`config.mk`:
```
export PLATFORM = sky130hd
export DESIGN_NAME = rc4_ctrl
export DESIGN_NICKNAME = d
export VERILOG_FILES = /design/src/rtl/core/rc4_pkg.sv /design/src/rtl/core/rc4_ctrl.sv
export SDC_FILE = /design/constraint.sdc
export NUM_CORES = 1
export LEC_CHECK = 0
export BUFFER_PORTS_ARGS = -buffer_cell sky130_fd_sc_hd__buf_2
export CAP_MARGIN = 10
export CORE_AREA = 4 4 41 43
export DETAILED_ROUTE_END_ITERATION = 16
export DIE_AREA = 0 0 45 47
export GPL_ROUTABILITY_DRIVEN = 0
export HOLD_SLACK_MARGIN = 0.12
export PLACE_DENSITY = 0.7
export SETUP_SLACK_MARGIN = 0.15
export SKIP_LAST_GASP = 1
export SLEW_MARGIN = 40
export SYNTH_ARGS = -nofsm -noshare
export SYNTH_HDL_FRONTEND = slang
export SYNTH_SLANG_ARGS = --single-unit
```
`constraint.sdc`:
```
create_clock -name clk -period 1.9 [get_ports clk]
set_clock_uncertainty 0.1 [all_clocks]
set_input_delay 0.095 -clock clk [delete_from_list [all_inputs] [get_ports clk]]
set_output_delay 0.095 -clock clk [all_outputs]
set_load 0.05 [all_outputs]
```
`src/rtl/core/rc4_pkg.sv`:
```
`timescale 1ns / 1ps

package rc4_pkg;

  localparam int MAX_KEY_BYTES = 32;
  localparam int KIDX_W        = $clog2(MAX_KEY_BYTES);
  localparam int KEY_WORD_W    = 64;
  localparam int KEY_WORDS     = (MAX_KEY_BYTES * 8) / KEY_WORD_W;
  localparam int KEY_LEN_W     = 6;
  localparam int TAB_DEPTH     = 256;
  localparam int TAB_AW        = $clog2(TAB_DEPTH);
  localparam int CNT_W         = TAB_AW + 1;
  localparam int CFG_IDX_W     = 3;

  localparam logic [7:0]           BURN_VALUE    = 8'hFF;
  localparam logic [KEY_LEN_W-1:0] KEY_LEN_RESET = 6'd16;

  localparam logic [CFG_IDX_W-1:0] CFG_KEY_W0  = 3'd0;
  localparam logic [CFG_IDX_W-1:0] CFG_KEY_W1  = 3'd1;
  localparam logic [CFG_IDX_W-1:0] CFG_KEY_W2  = 3'd2;
  localparam logic [CFG_IDX_W-1:0] CFG_KEY_W3  = 3'd3;
  localparam logic [CFG_IDX_W-1:0] CFG_KEY_LEN = 3'd4;

  typedef enum logic [1:0] {
    KIND_DATA,
    KIND_SCHEDULE,
    KIND_REWIND,
    KIND_BURN
  } kind_t;

  typedef enum logic [3:0] {
    OP_NONE,
    OP_D_RDI,
    OP_D_RDJ,
    OP_D_WRI,
    OP_D_WRJ,
    OP_FILL_ID,
    OP_FILL_FF,
    OP_COPY,
    OP_K_RDN,
    OP_K_RDJ,
    OP_K_WRN,
    OP_K_WRJ
  } dp_op_t;

  typedef struct packed {
    dp_op_t op;
    logic   cnt_clr;
    logic   cnt_inc;
    logic   idx_clr;
    logic   out_new;
    logic   out_held;
  } dp_cmd_t;

  typedef struct packed {
    logic cnt_last;
    logic cnt_done;
  } dp_stat_t;

endpackage

```
`src/rtl/core/rc4_ctrl.sv`:
```
`timescale 1ns / 1ps

module rc4_ctrl (
  input  logic              clk,
  input  logic              rst_n,
  input  logic              in_tvalid,
  input  rc4_pkg::kind_t    in_kind,
  output logic              in_tready,
  output logic              out_tvalid,
  input  logic              out_tready,
  output rc4_pkg::dp_cmd_t  cmd,
  input  rc4_pkg::dp_stat_t stat
);

  typedef enum logic [3:0] {
    S_IDLE,
    S_D_RDJ,
    S_D_WRI,
    S_D_WRJ,
    S_D_WAIT,
    S_FILL,
    S_BURN,
    S_COPY,
    S_K_RDN,
    S_K_RDJ,
    S_K_WRN,
    S_K_WRJ
  } state_t;

  state_t state_r, state_nxt;
  logic   keyed_r, keyed_nxt;
  logic   out_valid_r, out_valid_nxt;
  logic   out_free;

  assign out_free   = !out_valid_r || out_tready;
  assign in_tready  = (state_r == S_IDLE);
  assign out_tvalid = out_valid_r;

  always_comb begin
    state_nxt     = state_r;
    keyed_nxt     = keyed_r;
    out_valid_nxt = out_valid_r && !out_tready;
    cmd.op        = rc4_pkg::OP_NONE;
    cmd.cnt_clr   = 1'b0;
    cmd.cnt_inc   = 1'b0;
    cmd.idx_clr   = 1'b0;
    cmd.out_new   = 1'b0;
    cmd.out_held  = 1'b0;
    case (state_r)
      S_IDLE: begin
        if (in_tvalid) begin
          case (in_kind)
            rc4_pkg::KIND_DATA: begin
              if (keyed_r) begin
                cmd.op    = rc4_pkg::OP_D_RDI;
                state_nxt = S_D_RDJ;
              end
            end
            rc4_pkg::KIND_SCHEDULE: begin
              cmd.cnt_clr = 1'b1;
              state_nxt   = S_FILL;
            end
            rc4_pkg::KIND_REWIND: begin
              cmd.cnt_clr = 1'b1;
              state_nxt   = S_COPY;
            end
            default: begin
              cmd.cnt_clr = 1'b1;
              state_nxt   = S_BURN;
            end
          endcase
        end
      end
      S_D_RDJ: begin
        cmd.op    = rc4_pkg::OP_D_RDJ;
        state_nxt = S_D_WRI;
      end
      S_D_WRI: begin
        cmd.op    = rc4_pkg::OP_D_WRI;
        state_nxt = S_D_WRJ;
      end
      S_D_WRJ: begin
        cmd.op = rc4_pkg::OP_D_WRJ;
        if (out_free) begin
          cmd.out_new   = 1'b1;
          out_valid_nxt = 1'b1;
          state_nxt     = S_IDLE;
        end else begin
          state_nxt = S_D_WAIT;
        end
      end
      S_D_WAIT: begin
        if (out_tready) begin
          cmd.out_held  = 1'b1;
          out_valid_nxt = 1'b1;
          state_nxt     = S_IDLE;
        end
      end
      S_FILL: begin
        cmd.op      = rc4_pkg::OP_FILL_ID;
        cmd.cnt_inc = 1'b1;
        if (stat.cnt_last) begin
          cmd.cnt_clr = 1'b1;
          state_nxt   = S_K_RDN;
        end
      end
      S_BURN: begin
        cmd.op      = rc4_pkg::OP_FILL_FF;
        cmd.cnt_inc = 1'b1;
        if (stat.cnt_last) begin
          state_nxt = S_IDLE;
        end
      end
      S_COPY: begin
        cmd.op      = rc4_pkg::OP_COPY;
        cmd.cnt_inc = 1'b1;
        if (stat.cnt_done) begin
          cmd.idx_clr = 1'b1;
          state_nxt   = S_IDLE;
        end
      end
      S_K_RDN: begin
        cmd.op    = rc4_pkg::OP_K_RDN;
        state_nxt = S_K_RDJ;
      end
      S_K_RDJ: begin
        cmd.op    = rc4_pkg::OP_K_RDJ;
        state_nxt = S_K_WRN;
      end
      S_K_WRN: begin
        cmd.op    = rc4_pkg::OP_K_WRN;
        state_nxt = S_K_WRJ;
      end
      S_K_WRJ: begin
        cmd.op      = rc4_pkg::OP_K_WRJ;
        cmd.cnt_inc = 1'b1;
        if (stat.cnt_last) begin
          cmd.idx_clr = 1'b1;
          keyed_nxt   = 1'b1;
          state_nxt   = S_IDLE;
        end else begin
          state_nxt = S_K_RDN;
        end
      end
      default: begin
        state_nxt = S_IDLE;
      end
    endcase
  end

  always_ff @(posedge clk) begin
    if (!rst_n) begin
      state_r     <= S_IDLE;
      keyed_r     <= 1'b0;
      out_valid_r <= 1'b0;
    end else begin
      state_r     <= state_nxt;
      keyed_r     <= keyed_nxt;
      out_valid_r <= out_valid_nxt;
    end
  end

endmodule

```
Word-level counts from Yosys, hierarchy flattened
Index checks and enable logic that the tools add are counted.

word-level totals
  register bits = 6
  input port bits = 8
  output and inout bits = 11

cells by class
  equality and inequality tests = 19
  reductions and logical operators = 9
  multiplexer cells = 27

operators by type and width
  cell                                                                    number
  4-bit case mux with 12 select lines                                     1
  4-bit case mux with 11 select lines                                     1
  4-bit two-way mux                                                       8
  4-bit by 3-bit equality test with 1-bit output (second input constant)  4
  4-bit equality test (second input constant)                             4
  4-bit case mux with 3 select lines                                      1
  1-bit two-way mux                                                       11
  2-bit inequality test (second input constant)                           5
  4-bit by 2-bit equality test with 1-bit output (second input constant)  2
  1-bit case mux with 2 select lines                                      3
  6-bit AND reduction                                                     1
  5-bit two-way mux                                                       1
  4-bit by 1-bit equality test with 1-bit output (second input constant)  1
  4-bit logical NOT                                                       1
  4-bit OR reduction                                                      1
  3-bit two-way mux                                                       1
  3-bit inequality test (second input constant)                           1
  2-bit by 1-bit equality test with 1-bit output (second input constant)  1
  2-bit equality test (second input constant)                             1
  1-bit logical NOT                                                       2
  2-bit logical NOT                                                       1
  2-bit AND reduction                                                     1
  1-bit logical AND                                                       1
  1-bit logical OR                                                        1

Logic depth before layout (Yosys ltp)
Gate-level depths: netlist of the first run.

  word-level depth = 4
  depth in mapped cells = 5

Worst setup path before layout of the first run
No wires, ideal clock.

  path kind = reg2out
  start point = reg state_r[0]
  end point = out cmd[4] (netlist bit)
  data arrival time = 1.987 ns
  data required time = 1.705 ns
  stages on the path, launching flop included = 5
  setup slack = -0.282 ns
  cells stage by stage = dfxtp_1 clkbuf_1 nor2_1 o211ai_1 a211oi_1

RTL lines
  what                    RTL line         source
  start, declared         rc4_ctrl.sv:30   state_t state_r, state_nxt;
  start signal, assigned  rc4_ctrl.sv:157  state_r <= state_nxt;
  end, declared           rc4_ctrl.sv:11   output rc4_pkg::dp_cmd_t cmd,

Worst setup path in the final report of the first run
  start point = reg state_r[3]
  end point = out in_tready

between the ends
  word-level cells in the longest chain between the ends = 1

RTL lines
  what               RTL line        source
  4-bit logical NOT  rc4_ctrl.sv:36  assign in_tready = (state_r == S_IDLE);
  end, declared      rc4_ctrl.sv:8   output logic in_tready,

No other way between the ends.

==> results.env, run 1 <==
LAYOUT_COMMONEST_CELL='sky130_fd_sc_hd__buf_2'
IO-PIN-COUNT=19
DETAIL_ROUTE.FIRST_PASS.ITERATIONS=4
GRT_MAX_DEGREE=17
YOSYS.CELL_TYPES.COUNT=32
TRACK_USAGE_PCT=14.93
MOSTFREQUENTLAYOUTCELLS='16 x sky130_fd_sc_hd__buf_2, 4 x sky130_fd_sc_hd__nand2_1, 4 x sky130_fd_sc_hd__a21oi_1, 4 x sky130_fd_sc_hd__nor2b_1, 4 x sky130_fd_sc_hd__clkbuf_4'
WORST-PATH-MAX-FANOUT=16
LAYOUT-DRIVE-GT1-SHARE_PCT=40.23
ROUTED_WIRELENGTH_UM=1333
END_KIND='output port'
SYNTH.NET_COUNT=75
SETUP_VIOL_COUNT_FINAL=0
NUMCLOCKSINKS=6
DESIGN.CORE.AREA_UM2=1301
HOLD_PATH.CLASS='input pin to register'
CHIPWIDTH_UM=45
HOLDPATHEND='state_r[0]$_SDFFE_PN0P_'
SYNTH_SEQ_CELLS=6
TIMING.FMAX_GHz=0.5949
CLOCK_INPUT_TRANSITION_AT_THE_SEQUENTIAL_CELLS_OF_THE_WORST_SETUP_AND_HOLD_PATHS_NS=0.05
CRITICAL_PATH_REQUIRED_TIME_NS=1.70
CTSHTREEMAXLEVEL=1
ITERATION_0_DRC_MARKERS=11
SYN-INSTANCE-COUNT=67
FINALNETCOUNT=97
RUN_STATUS='finished clean'
AGGREGATE_GLOBAL_ROUTING_OVERFLOW=0
IR_WORST_VDD_mV=0.6555
ROUTED-VIA-COUNT=576
TIMING.FINAL.CRIT_SHARE_PCT=88.47
POWER.LEAKAGE_nW=0.2984
TRITONCTS='done'
CRITICAL_PATH.REG2REG.ENDPOINT='state_r[2]$_SDFFE_PN0P_'
LAYOUT_AREA_OVERHEAD_PCT=35.14
FINAL-HOLD-VIOLATION-COUNT=0
ROUTE.ANTENNA.REMAINING_NETS=0
WORST_EP_ARRIVAL_TIME_NS=1.49
DETAILED_PLACE_HPWL_UM=1002
TRITONCTS.NUM_BUFFERS=3
CTSROOTBUFFERMASTER='sky130_fd_sc_hd__clkbuf_4'
VERTICAL_EXTENT_OF_THE_DIE_UM=47
GRT_PASS1_WL_UM=2270
FIN_SETUP_TNS_NS=0
TIMING_WORST_SLEW_PIN_VALUE_NS=0.2761
ANTENNA_VIOLATIONS_BEFORE_REPAIR=0
WORST_HOLD_STARTPOINT='stat[0]'
WORST_SLACK_AT_PLACEMENT_NS=0.2800
SYNTH_EDF_COUNT=0
CLOCKBUFFERDEPTH=2
REMAINING_DRC_ERRORS=0
PWR_DENSITY_CELL_nW_PER_UM2=1085
BUFFER_PORTS.INSERTED=18
FP.DIEAREA_UM2=2115
GRT_PASS1_VIAS=538
DOMINANTREGCELLSYNTH='sky130_fd_sc_hd__dfxtp_1'
SYNTHARSTFLOPSHARE_PCT=0
ROWS=13
AVGVIACOUNTPERCELL=5.647
MAXSLEWVIOLCOUNT=0
SETUP.WORST_PATH.START_CLASS='register'
SYN_AREA_PER_CELL_UM2=7.601
MAXSLEWHEADROOM_PCT=81.34
WORST-R2R-CELL-COUNT=3
GRT_SETUP_UNREPAIRED='yes'
CAP_VIOLATIONS=0
INITIAL_UTILIZATION_PCT=39.13
WORSTHOLDPATHCELLS=4
NUM_ANTENNA_CELLS=0
POST-CTS-SETUP-BUFFER-COUNT=0
WORST_SKEW_PAIR.LATE_LATENCY_NS=0.25
YOSYSWARNINGCOUNT=0
WORST-SETUP-PATH-TYPE='register to output port'
FINAL_CRITICAL_PATH_SETUP_SLACK_NS=0.2191
SHARE_OF_SYNTHESIZED_AREA_OCCUPIED_BY_FLIP_FLOPS_AND_LATCHES_PCT=23.59
SYN-CELL-AREA_UM2=509.2
ROUTED_WIRE_LENGTH_PER_INSTANCE_UM=13.07
FINAL_CRITICAL_PATH_REQUIRED_PERIOD_NS=1.681
R2R-START='state_r[3]$_SDFFE_PN0P_'
REGISTER_TO_REGISTER_SETUP_SLACK_NS=0.43
## synthesized netlist by cell type (all sizes together) (2+ instances only)
| library cell | number | area (um^2) |
|---|---|---|
| mux2i | 2 | 20.02 |
| a22oi | 3 | 22.52 |
| nand2 | 4 | 15.01 |
| a211oi | 2 | 15.01 |
| dfxtp | 6 | 120.1 |
| inv | 2 | 7.510 |
| a21oi | 4 | 20.02 |
| clkbuf | 3 | 11.26 |
| nor4bb | 3 | 30.03 |
| o31a | 2 | 17.52 |
| nor3b | 2 | 15.01 |
| nor2 | 4 | 15.01 |
| buf | 2 | 16.26 |
| o21ai | 6 | 30.03 |
| nand2b | 3 | 18.77 |
| nor2b | 5 | 31.28 |
## area by class of cell
class                           instances  area, um^2
Inverter                                3       12.51
Sequential cell                         6       130.1
Tap cell                               15       18.77
Clock buffer                            3       22.52
Timing Repair Buffer                   22       130.1
Fill cell                             135       613.1
Multi-Input combinational cell         53       374.1
## registers in the layout, indices dropped and copies added, names as in the netlist
name / cells
keyed_r: 1
state_r: 4
out_tvalid: 1
## power breakdown
group	internal, mW	total, mW	switching [mW]	leakage (nW)
sequential	0.149	0.197	0.0480	0.0512
combinational	0.150	0.429	0.279	0.233
clock	0.0716	0.120	0.0488	0.0138
total	0.371	0.747	0.375	0.298
## metrics by stage
step                util (%)  instances  hold WS, ns  power (mW)  cell area [um^2]
floorplan                  -         67       0.1229      0.5333             528.0
global placement       47.98         97       0.2983      0.6099             624.3
detailed placement     47.98         97       0.3020      0.6100             624.3
CTS                    51.63        102       0.1390      0.7402             671.9
global route           52.88        102       0.1566      0.7933             688.2
finish                 52.88        102       0.1440      0.7467             688.2
## worst max-delay path, stage by stage (launching register included)
cell and delay [ns]:
sky130_fd_sc_hd__dfxtp_4 0.40, sky130_fd_sc_hd__or4_4 0.55, sky130_fd_sc_hd__clkinv_2 0.06, sky130_fd_sc_hd__clkbuf_4 0.22
## metal layers
layer	GRT usage, %	vias up	part of all wire (%)
met2	24.01	25	46
li1	-	294	-
met1	18.86	255	44
met3	5.747	2	9.2
met4	3.509	0	0.60
met5	0	-	0
## timing repair
item,CTS,global route
hold buffers,2,0
pin swaps,0,0
resized for setup,3,6
endpoints found under the setup margin,4,8
hold endpoints to repair,6,0
cloned,0,0
## worst max path at each step
stage / startpoint / end / slack (ns) / depth (start not counted)
floorplan: state_r[1]$_SDFFE_PN0P_ / cmd[7] / 0.07 / 4
global placement: state_r[3]$_SDFFE_PN0P_ / cmd[2] / 0.27 / 5
detailed placement: state_r[3]$_SDFFE_PN0P_ / cmd[2] / 0.28 / 5
CTS: state_r[0]$_SDFFE_PN0P_ / in_tready / 0.16 / 3
global route: state_r[3]$_SDFFE_PN0P_ / cmd[2] / 0.14 / 5
finish: state_r[3]$_SDFFE_PN0P_ / in_tready / 0.22 / 3
## logic make-up (layout without fill, tap and decap cells)
kind of cell	Yosys count	in the layout	share of synthesized area, %
AND/OR/NAND/NOR	28	28	35.13
flip-flops	6	6	23.59
AO/OA/AOI/OAI	23	23	29.49
multiplexers	2	2	3.931
buffers and inverters	8	28	7.861
(Power assumes the default switching activity.)
==> inputs of run 2 (changes only) <==
CELL_PAD_IN_SITES_DETAIL_PLACEMENT = 0   (was default)
CELL_PAD_IN_SITES_GLOBAL_PLACEMENT = 2   (was default)
CORE_AREA = default   (was 4 4 41 43)
CORE_MARGIN = 4   (was default)
CORE_UTILIZATION = 25   (was default)
DIE_AREA = default   (was 0 0 45 47)
PLACE_DENSITY = 0.81   (was 0.7)
==> run 2 against run 1 <==
Sequential power about the same. Combinational power about the same. Core utilization decreased by 17 points. Worst setup slack improved by 0.027 ns. Power about the same. Final area increased by 1.6%. Wire length increased by 4.7%. Maximum frequency increased by 1.6%. Critical path type unchanged. Critical endpoint is now cmd[1].
==> results.env, run 2 (synthesis results as in run 1) <==
RUN_STATUS='finished clean'
ROUTED-VIA-COUNT=576  # unchanged
MAXSLEWHEADROOM_PCT=79.98  # -1.4 points
LAYOUT_COMMONEST_CELL='sky130_fd_sc_hd__buf_2'
TIMING_WORST_SLEW_PIN_VALUE_NS=0.2962  # +0.02016 ns
CAP_VIOLATIONS=0  # unchanged
ROUTE.TOP_LAYER_USED='met4'
WORST-PATH-MAX-FANOUT=15  # -1
ANTENNA_VIOLATIONS_BEFORE_REPAIR=0  # unchanged
TRITONCTS='done'
ROUTED_WIRE_LENGTH_PER_INSTANCE_UM=12.24  # -6.4%
GRT_MAX_DEGREE=17  # unchanged
CTSHTREEMAXLEVEL=1  # unchanged
IR_WORST_VDD_mV=0.5197  # -21%
CRITICAL_PATH_REQUIRED_TIME_NS=1.70  # about the same
POWER.LEAKAGE_nW=0.2974  # -0.33%
CHIPWIDTH_UM=53.13  # +18%
LAYOUT_AREA_OVERHEAD_PCT=37.35
CLOCKBUFFERDEPTH=2  # unchanged
TRITONCTS.NUM_BUFFERS=3  # unchanged
DETAIL_ROUTE.FIRST_PASS.ITERATIONS=4  # unchanged
DESIGN.CORE.AREA_UM2=1942  # +49%
IO-PIN-COUNT=19  # unchanged
POST-CTS-SETUP-BUFFER-COUNT=0  # unchanged
TRACK_USAGE_PCT=10.47  # -4.5 points
NUM_ANTENNA_CELLS=0  # unchanged
AREA.SEQUENTIAL_UM2=130.1  # unchanged
ITERATION_0_DRC_MARKERS=11  # unchanged
LARGEST_REG_FLOPS=4  # unchanged
DR_WL_MET3_UM=59  # -52%
AGGREGATE_GLOBAL_ROUTING_OVERFLOW=0  # unchanged
TIMING.FMAX_GHz=0.6047  # +1.6%
LARGEST_REGISTER='state_r'
FINAL-HOLD-VIOLATION-COUNT=0  # unchanged
UTILIZATION_PCT=36.02  # -17 points
FIN_SETUP_TNS_NS=0  # unchanged
WORST_SETUP_PATH_STARTPOINT='state_r[0]$_SDFFE_PN0P_'
CTSROOTBUFFERMASTER='sky130_fd_sc_hd__clkbuf_4'
ROUTE.MET2.WL_UM=647  # +4.9%
ROWS=16  # +3
BUFFER_PORTS.INSERTED=18  # unchanged
FAMILY_WITH_THE_MOST_DELAY_ON_THE_WORST_PATH='simple AND/OR/NAND/NOR gates'
SETUP.WORST_PATH.START_CLASS='register'
R2R-START='state_r[3]$_SDFFE_PN0P_'
REMAINING_DRC_ERRORS=0  # unchanged
END_KIND='output port'
CELL_WITH_THE_BIGGEST_INDIVIDUAL_DELAY_ON_THE_CRITICAL_PATH='sky130_fd_sc_hd__dfxtp_2'
MULTIINPUTGATEAREA_UM2=367.9  # -1.7%
GRT_PASS1_VIAS=498  # -7.4%
FINAL_CRITICAL_PATH_REQUIRED_PERIOD_NS=1.654  # -0.02717 ns
TIMING.CRITICAL_PATH.SLOWEST_CELL_DELAY_NS=0.47  # -0.08 ns
MOSTFREQUENTLAYOUTCELLS='15 x sky130_fd_sc_hd__buf_2, 5 x sky130_fd_sc_hd__clkbuf_4, 4 x sky130_fd_sc_hd__nand2_1, 4 x sky130_fd_sc_hd__a21oi_1, 4 x sky130_fd_sc_hd__nor2b_1'
POST-LAYOUT-TOTAL-POWER_uW=746.2  # about the same
WORST_EP_ARRIVAL_TIME_NS=1.46  # -0.03 ns
PWR_DENSITY_CELL_nW_PER_UM2=1067  # -1.7%
WORST-SETUP-PATH-TYPE='register to output port'
PATH_CELLS='nor4bb_1 -> nor2b_2 -> buf_2'
MAXSLEWVIOLCOUNT=0  # unchanged
WORST_SKEW_PAIR.LATE_LATENCY_NS=0.24  # about the same
DETAILED_PLACE_HPWL_UM=1009  # +0.68%
FP.DIEAREA_UM2=2823  # +33%
INITIAL_UTILIZATION_PCT=26.22  # -13 points
LAYOUT-DRIVE-GT1-SHARE_PCT=39.08  # -1.1 points
GRT_SETUP_UNREPAIRED='no'
REGISTER_TO_REGISTER_SETUP_SLACK_NS=0.45  # +0.02 ns
TIMING.FINAL.CRIT_SHARE_PCT=87.04  # -1.4 points
CLOCK_INPUT_TRANSITION_AT_THE_SEQUENTIAL_CELLS_OF_THE_WORST_SETUP_AND_HOLD_PATHS_NS=0.04  # about the same
HOLD_PATH.CLASS='input pin to register'
ROUTE.LAYER.MET1.WL_UM=669  # +14%
FINALNETCOUNT=97  # unchanged
GRT_PASS1_WL_UM=2180  # -4.0%
NUMCLOCKSINKS=6  # unchanged
WORST_PATH_BUF_INV=1  # -1
LAYOUT.FILLER_CELLS=218  # +61%
SETUP_VIOL_COUNT_FINAL=0  # unchanged
FIN_WORST_HOLD_SLACK_NS=0.1351  # -0.008975 ns
ROUTED_WIRELENGTH_UM=1395  # +4.7%
ROUTE.ANTENNA.REMAINING_NETS=0  # unchanged
WORST_HOLD_STARTPOINT='in_kind[1]'
VERTICAL_EXTENT_OF_THE_DIE_UM=53.13  # +13%
AVGVIACOUNTPERCELL=5.053  # -11%
[run 2: cell count changes in the layout (fill, tap and decap cells not counted), sizes merged]
cell | before | now
buf | 19 | 18
clkbuf | 4 | 5
[run 2: power breakdown]
| group | switching (mW) | internal [mW] |
|---|---|---|
| combinational | 0.279 | 0.152 |
| sequential | 0.0509 | 0.149 |
| clock | 0.0443 | 0.0713 |
| total | 0.374 | 0.372 |
[run 2: stage by stage]
step / setup slack (ns) / instances / instance area, um^2
final: 0.2462 / 114 / 699.4
after global routing: 0.1594 / 114 / 699.4
after CTS: 0.1633 / 114 / 688.2
after detailed placement: 0.2934 / 109 / 639.4
after global placement: 0.2751 / 109 / 639.4
after floorplan: 0.06653 / 67 / 528.0
[run 2: final timing paths]
check,endpoint,cells after the start
max reg2reg,state_r[3]$_SDFFE_PN0P_,3
min,state_r[2]$_SDFFE_PN0P_,3
max,cmd[1],3
min reg2reg,keyed_r$_SDFFE_PN0P_,2
[run 2: area by class of cell]
type | instances | share of cell area [%]
Inverter | 3 | 1.789
Tap cell | 27 | 4.830
Multi-Input combinational cell | 53 | 52.59
Sequential cell | 6 | 18.60
Clock buffer | 3 | 3.220
Timing Repair Buffer | 22 | 18.96
[run 2: repair_timing]
item,in CTS,in global routing
resized for setup,4,5
endpoints found under the setup margin,6,6
hold buffers,2,0
hold endpoints to repair,6,0
[run 2: worst reg2reg max path: cells and delay by family, from the launching register on]
kind | cells | cell delay (ns)
AOI/OAI and AO/OA | 1 | 0.21
DFF | 1 | 0.40
and+or+nand+nor | 2 | 0.64
[run 2: layer usage]
metal | global-route usage (%) | vias up
met5 | 0 | -
met4 | 7.660 | 0
met3 | 1.127 | 2
met2 | 14.88 | 15
met1 | 14.33 | 266
li1 | - | 293
==> inputs of run 3 (changes only) <==
CORE_ASPECT_RATIO = 0.75   (was default)
SLEW_MARGIN = default   (was 40)
==> run 3 against run 2 <==
Critical path depth is the same. Maximum frequency shrank 3.0%. Largest cell class unchanged. Sequential power is essentially flat. Critical endpoint unchanged. Power grew 2.3%. Die area grew 0.27%. Worst setup slack lost 0.052 ns. Sequential cell count is the same. Count of clock-buffer cells in the layout is the same. Non-clock buffer count grew 1. Combinational power grew 2%. Wire length grew 8.3%.
==> results.env, run 3 (synthesis results as in run 1) <==
RUN_STATUS='finished clean'
TIMING.FINAL.CRIT_SHARE_PCT=89.77  # +2.7 points
AVGVIACOUNTPERCELL=5.400  # +6.9%
FINALNETCOUNT=98  # +1.0%
DETAILED_PLACE_HPWL_UM=1131  # +12%
MAXSLEWHEADROOM_PCT=77.87  # -2.1 points
ROUTED-VIA-COUNT=594  # +3.1%
PWR_DENSITY_CELL_nW_PER_UM2=1093  # +2.4%
WORST_SKEW_PAIR.LATE_LATENCY_NS=0.25  # about the same
GRT_MAX_DEGREE=17  # unchanged
FIN_SETUP_TNS_NS=0  # unchanged
CTSROOTBUFFERMASTER='sky130_fd_sc_hd__clkbuf_4'
CLOCK_POWER_SHARE_PCT=16.3  # +0.8 points
REMAINING_DRC_ERRORS=0  # unchanged
ROUTE.ANTENNA.REMAINING_NETS=0  # unchanged
IO-PIN-COUNT=19  # unchanged
LARGEST_REGISTER='state_r'
HOLD_PATH.CLASS='input pin to register'
WORST_EP_ARRIVAL_TIME_NS=1.51  # +0.05 ns
POST-PLACE-CELLS=105  # -3.7%
ROWS=13  # -3
TRITONCTS.NUM_BUFFERS=3  # unchanged
LAYOUT-DRIVE-GT1-SHARE_PCT=39.77  # +0.69 points
INITIAL_UTILIZATION_PCT=27.95  # +1.7 points
LARGEST_REG_FLOPS=4  # unchanged
POWER.LEAKAGE_nW=0.3031  # +1.9%
MAXSLEWVIOLCOUNT=0  # unchanged
TIMING.FMAX_GHz=0.5863  # -3.0%
ROUTED_WIRE_LENGTH_PER_INSTANCE_UM=13.74  # +12%
SEQPWRFRAC_PCT=26.4  # -0.4 points
WORST-SETUP-PATH-TYPE='register to output port'
TIMING.CRITICAL_PATH.SLOWEST_CELL_DELAY_NS=0.42  # -0.05 ns
NUMCLOCKSINKS=6  # unchanged
FP.DIEAREA_UM2=2831  # +0.27%
CLOCKBUFFERDEPTH=2  # unchanged
END_KIND='output port'
SETUP_VIOL_COUNT_FINAL=0  # unchanged
FINAL_CRITICAL_PATH_REQUIRED_PERIOD_NS=1.706  # +0.05195 ns
ROUTED_WIRELENGTH_UM=1511  # +8.3%
BUFFER_PORTS.INSERTED=18  # unchanged
DETAIL_ROUTE.FIRST_PASS.ITERATIONS=4  # unchanged
WORST_PATH_BUF_INV=1  # unchanged
TRACK_USAGE_PCT=11.85  # +1.4 points
GRT_SETUP_UNREPAIRED='yes'
CRITICAL_PATH_REQUIRED_TIME_NS=1.70  # about the same
DESIGN.CORE.AREA_UM2=1822  # -6.2%
INTERNAL_POWER_uW=376.3  # +1.1%
SETUP.WORST_PATH.START_CLASS='register'
MOSTFREQUENTLAYOUTCELLS='16 x sky130_fd_sc_hd__buf_2, 5 x sky130_fd_sc_hd__clkbuf_4, 4 x sky130_fd_sc_hd__nand2_1, 4 x sky130_fd_sc_hd__a21oi_1, 4 x sky130_fd_sc_hd__nor2b_1'
FINAL-HOLD-VIOLATION-COUNT=0  # unchanged
WORST-PATH-MAX-FANOUT=8  # -7
PATH_CELLS='nor4bb_1 -> nor2b_2 -> buf_2'
REGISTER_TO_REGISTER_SETUP_SLACK_NS=0.45  # about the same
NUM_ANTENNA_CELLS=0  # unchanged
FINAL_CRITICAL_PATH_SETUP_SLACK_NS=0.1943  # -0.05195 ns
GRT_PASS1_WL_UM=2421  # +11%
FAMILY_WITH_THE_MOST_DELAY_ON_THE_WORST_PATH='simple AND/OR/NAND/NOR gates'
CELL_WITH_THE_BIGGEST_INDIVIDUAL_DELAY_ON_THE_CRITICAL_PATH='sky130_fd_sc_hd__dfxtp_2'
FINAL_CELL_COUNT_NO_FILL=110  # -3.5%
LAYOUT_COMMONEST_CELL='sky130_fd_sc_hd__buf_2'
TRITONCTS='done'
ANTENNA_VIOLATIONS_BEFORE_REPAIR=0  # unchanged
CHIPWIDTH_UM=60.12  # +13%
SHARE_OF_TOTAL_POWER_CONSUMED_BY_NET_SWITCHING_PCT=50.68  # +0.58 points
IR_WORST_VDD_mV=0.5575  # +7.3%
NETSWITCHINGPOWER_uW=386.7  # +3.4%
LAYOUT_AREA_OVERHEAD_PCT=37.10
VERTICAL_EXTENT_OF_THE_DIE_UM=47.09  # -11%
CTSHTREEMAXLEVEL=1  # unchanged
WORST_SLACK_AT_PLACEMENT_NS=0.3056  # +0.01217 ns
CLOCK_INPUT_TRANSITION_AT_THE_SEQUENTIAL_CELLS_OF_THE_WORST_SETUP_AND_HOLD_PATHS_NS=0.05  # about the same
AGGREGATE_GLOBAL_ROUTING_OVERFLOW=0  # unchanged
TIMING_WORST_SLEW_PIN_VALUE_NS=0.3275  # +0.03123 ns
CAP_VIOLATIONS=0  # unchanged
GRT_PASS1_VIAS=512  # +2.8%
ITERATION_0_DRC_MARKERS=24  # +13
COMBINATIONALPOWERSHARE_PCT=57.3  # -0.4 points
[run 3: cell count changes in the layout (fill, tap and decap cells not counted)]
cell,delta
sky130_fd_sc_hd__buf_2,+1
[run 3: through the flow]
| step | hold slack (ns) | instance area [um^2] | power, mW | util, % |
|---|---|---|---|---|
| 3_3_place_gp | 0.2968 | 640.6 | 0.6248 | 35.16 |
| 2_1_floorplan | 0.1229 | 528.0 | 0.5333 | - |
| 4_1_cts | 0.1248 | 688.2 | 0.7618 | 37.77 |
| 3_5_place_dp | 0.2981 | 640.6 | 0.6275 | 35.16 |
| 6_report | 0.1290 | 698.2 | 0.7630 | 38.32 |
| 5_1_grt | 0.1342 | 698.2 | 0.8157 | 38.32 |
[run 3: final timing paths]
| path | to | from | cells past startpoint |
|---|---|---|---|
| setup / recovery | cmd[1] | state_r[1]$_SDFFE_PN0P_ | 3 |
| hold / removal | state_r[2]$_SDFFE_PN0P_ | in_kind[0] | 3 |
| setup reg to reg | state_r[3]$_SDFFE_PN0P_ | state_r[3]$_SDFFE_PN0P_ | 3 |
| hold reg to reg | keyed_r$_SDFFE_PN0P_ | keyed_r$_SDFFE_PN0P_ | 2 |
[run 3: timing repair]
| action | 4_1_cts | 5_1_grt |
|---|---|---|
| buffers inserted | 0 | 0 |
| endpoints found under the setup margin | 8 | 5 |
| gates resized for setup | 4 | 4 |
| endpoints found under the hold margin | 6 | 0 |
| hold buffers | 2 | 0 |
[run 3: layout make-up]
| class | instances | area (um^2) |
|---|---|---|
| flip-flops and latches | 6 | 130.1 |
| multi-input cells | 53 | 367.9 |
| well taps | 22 | 27.53 |
| clock buffers | 3 | 22.52 |
| fillers | 201 | 1124 |
| repair buffers | 23 | 137.6 |
| inverters | 3 | 12.51 |
[run 3: worst reg2reg max path, cell delays in order, from the launching register on]
cell                      delay (ns)
sky130_fd_sc_hd__dfxtp_4        0.39
sky130_fd_sc_hd__or4_4          0.56
sky130_fd_sc_hd__o21ai_1        0.20
sky130_fd_sc_hd__nor4b_1        0.08
[run 3: per-layer routing]
layer	GRT usage, %	part of all wire (%)
met1	16.13	47
met4	2.655	0.79
met2	17.03	43
met3	5.495	8.7
met5	0	0
[run 3: power by group through the flow]
stage | clock network, mW | logic (mW) | registers [mW]
finish | 0.124 | 0.437 | 0.202
global route | 0.138 | 0.469 | 0.209
CTS | 0.128 | 0.432 | 0.201
detailed placement | 0 | 0.427 | 0.200
global placement | 0 | 0.426 | 0.199
floorplan | 0 | 0.365 | 0.168
